$ cat config.mk
export PLATFORM = sky130hd
export DESIGN_NAME = eds_shift_and_matcher_top
export DESIGN_NICKNAME = d
export VERILOG_FILES = /design/src/eds_pkg.sv /design/src/eds_shift_and_matcher_top.sv
export SDC_FILE = /design/constraint.sdc
export NUM_CORES = 1
export LEC_CHECK = 0
export BUFFER_PORTS_ARGS = -buffer_cell sky130_fd_sc_hd__clkbuf_2
export CAP_MARGIN = 40
export CORE_ASPECT_RATIO = 0.75
export CORE_UTILIZATION = 55
export CTS_CLUSTER_DIAMETER = 100
export CTS_CLUSTER_SIZE = 10
export DETAILED_ROUTE_END_ITERATION = 8
export PLACE_DENSITY_LB_ADDON = 0.25
export SLEW_MARGIN = 20
export SYNTH_ARGS = -nofsm -noshare
export SYNTH_HDL_FRONTEND = slang
export SYNTH_SLANG_ARGS = --single-unit
$ cat constraint.sdc
create_clock -name clk_i -period 10.5 [get_ports clk_i]
set_input_delay 1.575 -clock clk_i [delete_from_list [all_inputs] [get_ports clk_i]]
set_output_delay 1.575 -clock clk_i [all_outputs]
set_load 0.02 [all_outputs]
$ cat src/eds_pkg.sv
`timescale 1ns / 1ps

package eds_pkg;

  // widest pattern the state word can track
  localparam int unsigned PatternMaxDef = 32;
  localparam int unsigned StateWMax     = 32;

  // configuration register indexes
  localparam int unsigned CfgIdxW  = 3;
  localparam int unsigned CfgDataW = 64;
  localparam int unsigned LenW     = 6;

  typedef enum logic [CfgIdxW-1:0] {
    CFG_PAT_LO     = 3'd0,
    CFG_PAT_MID_LO = 3'd1,
    CFG_PAT_MID_HI = 3'd2,
    CFG_PAT_HI     = 3'd3,
    CFG_PAT_LEN    = 3'd4
  } cfg_idx_e;

  localparam int unsigned CharsPerWord = CfgDataW / 8;

  // item kinds carried on the input tuser
  localparam int unsigned ModeW = 2;

  typedef enum logic [ModeW-1:0] {
    MODE_SYMBOL    = 2'd0,
    MODE_SEG_START = 2'd1,
    MODE_ELEM_START = 2'd2,
    MODE_ELEM_END  = 2'd3
  } mode_e;

  localparam int unsigned SymW   = 8;
  localparam int unsigned CountW = 32;

  localparam logic [CountW-1:0] CountMax = '1;

  // result item as held in the output and skid registers
  typedef struct packed {
    logic [CountW-1:0] match_count;
    logic              hit;
  } result_t;

  localparam int unsigned InDataW  = 8;
  localparam int unsigned OutDataW = 40;

endpackage

$ cat src/eds_shift_and_matcher_top.sv
`timescale 1ns / 1ps

// Shift-And matcher for elastic degenerate strings. Input items carry a kind
// on s_axis_tuser (symbol, segment start, element start, element end) and a
// text byte on s_axis_tdata. Every item produces exactly one result item with
// a hit flag (set when a symbol completes an occurrence of the pattern) and
// the running occurrence count, which saturates at all ones. Each element of
// a segment starts from the OR of the final states of the previous segment's
// elements. The pattern (up to min(PATTERN_MAX, 32) bytes) and its length are
// written through the cfg port while the block is idle; a length of 0 acts as
// 1 and a length past the bound acts as the bound. Throughput is one item per
// clock unless the skid register is full: the whole state update (parallel
// byte compares, shift, mask, hit select, count increment) sits between the
// state registers and the result register, so each result is registered
// directly. A two-entry output stage (result register plus skid register)
// keeps the input open for one more item while the downstream side stalls.

module eds_shift_and_matcher_top #(
  parameter int unsigned PATTERN_MAX = eds_pkg::PatternMaxDef
) (
  input  logic                         clk_i,
  input  logic                         rst_ni,

  // configuration write port
  input  logic                         cfg_we_i,
  input  logic [eds_pkg::CfgIdxW-1:0]  cfg_idx_i,
  input  logic [eds_pkg::CfgDataW-1:0] cfg_data_i,

  // input items
  input  logic                         s_axis_tvalid,
  output logic                         s_axis_tready,
  input  logic [eds_pkg::InDataW-1:0]  s_axis_tdata,   // [7:0] symbol
  input  logic [eds_pkg::ModeW-1:0]    s_axis_tuser,   // [1:0] mode

  // result items
  output logic                         m_axis_tvalid,
  input  logic                         m_axis_tready,
  output logic [eds_pkg::OutDataW-1:0] m_axis_tdata    // [0] hit, [32:1] match_count, rest 0
);

  // state width follows the usable pattern length
  localparam int unsigned PatW = (PATTERN_MAX < eds_pkg::StateWMax) ? PATTERN_MAX
                                                                    : eds_pkg::StateWMax;
  localparam int unsigned IdxW = (PatW > 1) ? $clog2(PatW) : 1;

  // pattern storage and clamped length (held as index of the last char)
  logic [PatW-1:0][eds_pkg::SymW-1:0] pat_q, pat_d;
  logic [IdxW-1:0]                    last_idx_q, last_idx_d;

  // matcher state
  logic [PatW-1:0]            prefix_q, prefix_d;
  logic [PatW-1:0]            carry_q, carry_d;
  logic [PatW-1:0]            union_q, union_d;
  logic [eds_pkg::CountW-1:0] count_q, count_d;

  // output stage
  logic             out_vld_q, skid_vld_q;
  eds_pkg::result_t out_q, skid_q, res;

  logic             in_acc, out_take;
  eds_pkg::mode_e   mode;
  logic [eds_pkg::SymW-1:0] sym;
  logic [PatW-1:0]  len_mask, char_bits, stepped;
  logic             hit;

  assign mode = eds_pkg::mode_e'(s_axis_tuser);
  assign sym  = s_axis_tdata[eds_pkg::SymW-1:0];

  assign s_axis_tready = ~skid_vld_q;
  assign in_acc        = s_axis_tvalid & s_axis_tready;
  assign out_take      = out_vld_q & m_axis_tready;

  // ---------------------------------------------------------------------------
  // configuration writes
  // ---------------------------------------------------------------------------
  always_comb begin
    pat_d      = pat_q;
    last_idx_d = last_idx_q;
    if (cfg_we_i) begin
      // pattern word w covers chars 8w..8w+7; chars past PatW are dropped
      for (int unsigned i = 0; i < PatW; i++) begin
        if (cfg_idx_i == eds_pkg::CfgIdxW'(i / eds_pkg::CharsPerWord)) begin
          pat_d[i] = cfg_data_i[(i % eds_pkg::CharsPerWord) * 8 +: 8];
        end
      end
      if (cfg_idx_i == eds_pkg::CFG_PAT_LEN) begin
        if (cfg_data_i[eds_pkg::LenW-1:0] == '0) begin
          last_idx_d = '0;
        end else if (cfg_data_i[eds_pkg::LenW-1:0] > eds_pkg::LenW'(PatW)) begin
          last_idx_d = IdxW'(PatW - 1);
        end else begin
          last_idx_d = IdxW'(cfg_data_i[eds_pkg::LenW-1:0] - eds_pkg::LenW'(1));
        end
      end
    end
  end

  // ---------------------------------------------------------------------------
  // single-pass state update
  // ---------------------------------------------------------------------------
  always_comb begin
    for (int unsigned i = 0; i < PatW; i++) begin
      len_mask[i]  = (IdxW'(i) <= last_idx_q);
      char_bits[i] = (pat_q[i] == sym) & len_mask[i];
    end
  end

  // shift in a fresh start bit, keep only prefixes that still agree
  assign stepped = ((prefix_q << 1) | PatW'(1)) & char_bits;

  always_comb begin
    prefix_d = prefix_q;
    carry_d  = carry_q;
    union_d  = union_q;
    count_d  = count_q;
    hit      = 1'b0;
    if (in_acc) begin
      case (mode)
        eds_pkg::MODE_SYMBOL: begin
          prefix_d = stepped;
          hit      = stepped[last_idx_q];
          if (hit && (count_q != eds_pkg::CountMax)) begin
            count_d = count_q + eds_pkg::CountW'(1);
          end
        end
        eds_pkg::MODE_SEG_START: begin
          carry_d = union_q;
          union_d = '0;
        end
        eds_pkg::MODE_ELEM_START: begin
          prefix_d = carry_q;
        end
        eds_pkg::MODE_ELEM_END: begin
          union_d = union_q | prefix_q;
        end
        default: begin
          prefix_d = prefix_q;
        end
      endcase
    end
    res.hit         = hit;
    res.match_count = count_d;
  end

  always_ff @(posedge clk_i or negedge rst_ni) begin
    if (!rst_ni) begin
      last_idx_q <= '0;
      prefix_q   <= '0;
      carry_q    <= '0;
      union_q    <= '0;
      count_q    <= '0;
      pat_q      <= '0;
    end else begin
      last_idx_q <= last_idx_d;
      prefix_q   <= prefix_d;
      carry_q    <= carry_d;
      union_q    <= union_d;
      count_q    <= count_d;
      pat_q      <= pat_d;
    end
  end

  // ---------------------------------------------------------------------------
  // output register with skid entry
  // ---------------------------------------------------------------------------
  always_ff @(posedge clk_i or negedge rst_ni) begin
    if (!rst_ni) begin
      out_vld_q  <= 1'b0;
      skid_vld_q <= 1'b0;
    end else begin
      // skid is empty whenever an item is accepted
      if (in_acc && !(out_vld_q && !m_axis_tready)) begin
        out_vld_q <= 1'b1;
      end else if (out_take) begin
        out_vld_q <= skid_vld_q;
      end
      if (in_acc && out_vld_q && !m_axis_tready) begin
        skid_vld_q <= 1'b1;
      end else if (out_take) begin
        skid_vld_q <= 1'b0;
      end
    end
  end

  always_ff @(posedge clk_i) begin
    if (out_take && skid_vld_q) begin
      out_q <= skid_q;
    end
    if (in_acc) begin
      if (out_vld_q && !m_axis_tready) begin
        skid_q <= res;
      end else begin
        out_q <= res;
      end
    end
  end

  assign m_axis_tvalid = out_vld_q;
  assign m_axis_tdata  = eds_pkg::OutDataW'(out_q);

  // ---------------------------------------------------------------------------
  // assertions
  // ---------------------------------------------------------------------------
  // skid entry only fills behind a stalled result
  a_skid_behind_out: assert property (@(posedge clk_i) disable iff (!rst_ni)
    skid_vld_q |-> out_vld_q)
    else $error("skid entry valid without a pending result");

  // a reported hit always comes with a nonzero count
  a_hit_counts: assert property (@(posedge clk_i) disable iff (!rst_ni)
    (out_vld_q && out_q.hit) |-> (out_q.match_count != '0))
    else $error("hit reported with zero count");

  // after a symbol step no prefix bit survives past the pattern length
  a_prefix_in_len: assert property (@(posedge clk_i) disable iff (!rst_ni)
    (in_acc && (mode == eds_pkg::MODE_SYMBOL)) |=> ((prefix_q & ~$past(len_mask)) == '0))
    else $error("prefix bit beyond pattern length");

  // the occurrence count never moves backward
  a_count_mono: assert property (@(posedge clk_i) disable iff (!rst_ni)
    $past(rst_ni) |-> (count_q >= $past(count_q)))
    else $error("occurrence count decreased");

endmodule

==> results.json <==
{
  "fin_crit_sh": 0.4424,
  "antenna_found_initial": 2,
  "grt_max_degree": 113,
  "cts_tree": "yes",
  "required_ns": 10.97,
  "synthCells": 1808,
  "cts_hold_buf": 0,
  "wl_per_cell_um": 23.19,
  "postCtsSetupRepairBufs": 0,
  "critPathArrivalTime_ns": 5.11,
  "fin_tns_setup_ns": 0,
  "cts_resized": 0,
  "switching_share": 0.2692,
  "cts-htree-levels": 2,
  "yosys_warnings": 0,
  "pwr-share-comb": 0.163,
  "boundaryPins": 124,
  "ys_types": 72,
  "drive_gt1_frac": 0.2829,
  "layout_commonest_cell": "dfrtp_1",
  "initial_core_util": 0.5611,
  "fin_skew_ns": 0.03248,
  "placementRows": 62,
  "worstMarginPinSlew_ns": 0.9524,
  "p_leak_nw": 10.51,
  "grt.total_usage": 0.2861,
  "fin_cells": 2427,
  "outcome": "finished clean",
  "ys_seq_area_frac": 0.5262,
  "dr.pass1.iters": 6,
  "gp_congestion": 0.8945,
  "p_clk_frac": 0.352,
  "layout_common_cells": "388 x dfrtp_1, 301 x mux2_2, 162 x xnor2_1, 124 x xor2_1, 117 x nor2_1",
  "avgSynthCellArea_sq_um": 11.94,
  "dieHeight_um": 173.6,
  "n_fill_cell": 3069,
  "die_area_sq_um": 40060,
  "relSlewSlack": 0.3651,
  "ys.flop_type": "dfrtp_1",
  "synth_edf_count": 33,
  "clkLatencyLatePin_ns": 0.59,
  "rsz0062_at_grt": "no",
  "grt_pass1_vias": 14445,
  "cap_violations": 0,
  "critPathCaptureType": "register",
  "first_iter_violations": 1333,
  "clock_sinks": 454,
  "die_x_um": 230.8,
  "synth.area.top_cells": "dfrtp_1 45%, mux2_2 16%, xnor2_1 6.6%",
  "hp-class": "register to register",
  "vias": 14623,
  "synth_area_leader_cell": "dfrtp_1",
  "root_buffer": "clkbuf_16",
  "async_flop_share": 0.8546,
  "portBuffers": 116,
  "stdcell_area_sq_um": 24100,
  "cts_buffers": 51,
  "placed_cell_area_sq_um": 22660,
  "fmax_mhz": 215.3,
  "finalSetupViolCount": 0,
  "grt.overflow.total": 0,
  "p_int_mw": 3.235,
  "area_growth_pct": 11.64,
  "grt_pass1_wl_um": 87530,
  "dp_hpwl_um": 36680,
  "p_per_area_nw_per_um2": 183.6,
  "seqPwrFrac": 0.485,
  "cts_max_path_buffers": 3,
  "crit_type": "input port to register",
  "drc_errors": 0,
  "min_period_ns": 4.645,
  "start_kind": "input port",
  "p_sw_mw": 1.192,
  "placed_cells": 2354,
  "final_max_slew_viol_count": 0,
  "power_mw": 4.427,
  "max-vdd-ir-drop_v": 0.0001392,
  "synth_top_area_share": 0.4497,
  "critPathMaxFanout": 32,
  "core_area_sq_um": 38480,
  "vias_per_cell": 6.025,
  "synth_seq_cells": 454,
  "clk_pin_slew_worst_paths_ns": 0.06,
  "hold_viol": 0,
  "totalWireLength_um": 56290,
  "syn_area_sq_um": 21590,
  "ant_nets": 0,
  "fin_nets": 1983
}
worst max-delay path: stages:
cell and delay [ns]:
clkbuf_2 0.07, buf_4 0.55, xor2_1 0.13, or4_1 0.56
or4_1 0.54, a211oi_2 0.25, nor2_1 0.14, a31o_4 0.37
and3b_1 0.37, mux2_4 0.34, a21o_1 0.17
registers in the layout, summed over array words and instances (netlist names):
signal,flops
m_axis_tvalid,1
skid_vld_q,1
skid_q,33
m_axis_tdata,33
last_idx_q,5
pat_q,256
union_q,31
count_q,32
carry_q,31
prefix_q,31
path summary, 6_finish.rpt:
| kind | cells after the start | to | slack, ns | from |
|---|---|---|---|---|
| setup / recovery | 11 | m_axis_tdata[2] | 5.85 | s_axis_tdata[5] |
| hold / removal | 2 | union_q[1] | 0.50 | union_q[1] |
| hold reg to reg | 2 | union_q[1] | 0.50 | union_q[1] |
| max in group asynchronous | 5 | pat_q[218] | 7.51 | rst_ni |
| setup reg to reg | 10 | skid_q[17] | 6.52 | last_idx_q[4] |
| min in group asynchronous | 1 | last_idx_q[4] | 1.06 | rst_ni |
power by group through the flow:
stage | Clock (mW) | Combinational [mW] | Sequential (mW)
after floorplan | 0 | 0.526 | 2.13
after global placement | 0 | 0.686 | 2.17
after detailed placement | 0 | 0.711 | 2.17
after CTS | 1.58 | 0.717 | 2.14
after global routing | 1.65 | 0.784 | 2.17
final | 1.56 | 0.723 | 2.15
layout make-up:
| class | count | area [sq um] | area share |
|---|---|---|---|
| Antenna cell | 3 | 7.507 | 0.0003114 |
| Tap cell | 512 | 640.6 | 0.02658 |
| Clock inverter | 3 | 33.78 | 0.001402 |
| Timing Repair Buffer | 154 | 1037 | 0.04303 |
| Sequential cell | 454 | 11360 | 0.4713 |
| Multi-Input combinational cell | 1214 | 9592 | 0.3979 |
| Inverter | 23 | 86.33 | 0.003582 |
| Clock buffer | 64 | 1346 | 0.05585 |
metrics by stage:
stage               hold WS [ns]    util  setup WS (ns)
global placement          0.4705  0.5837          5.088
global route              0.5153  0.6263          5.738
CTS                       0.4940  0.6248          5.653
detailed placement        0.4801  0.5889          5.090
finish                    0.4962  0.6265          5.855
floorplan                 0.4571       -          5.875
cell usage after synthesis (all sizes together) (2+ instances only):
cell type,number
ha,3
nor4b,8
a22oi,3
a41oi,2
or3,6
a21oi,82
a31oi,16
clkbuf,65
and3,13
dfxtp,33
nor2,119
a2111oi,4
a211oi,3
and4,5
nand2,75
mux2i,22
xor2,124
or2,4
nand4b,6
nand3b,2
and3b,3
buf,58
o21a,12
nand3,39
or4,18
dfrtp,388
nand2b,2
inv,22
a21o,11
o211ai,6
or3b,3
o21bai,2
o31ai,4
o21ai,15
xnor2,163
mux2,302
maj3,3
nor3,28
nor2b,5
nand4,34
and2,7
edfxtp,33
and4b,4
nor4,36
logic make-up (layout without fill, tap and decap cells):
family,after synthesis,in the layout,share of synthesized area
flops,454,454,0.5262
simple gates,419,419,0.1030
mux,324,324,0.1679
xor+xnor,287,287,0.1168
compound gates,171,171,0.04955
buf+inv,146,244,0.03332
fa+ha+maj,6,6,0.003130
other cells,1,10,0.0001737
routing by layer:
| metal | vias up | GRT usage | wire [um] |
|---|---|---|---|
| li1 | 6496 | - | - |
| met1 | 7468 | 0.4323 | 25870 |
| met2 | 553 | 0.4105 | 24140 |
| met3 | 106 | 0.06924 | 4938 |
| met4 | 0 | 0.07588 | 1345 |
| met5 | - | 0 | 0 |
No activity file was read; power rests on OpenSTA's default activity.
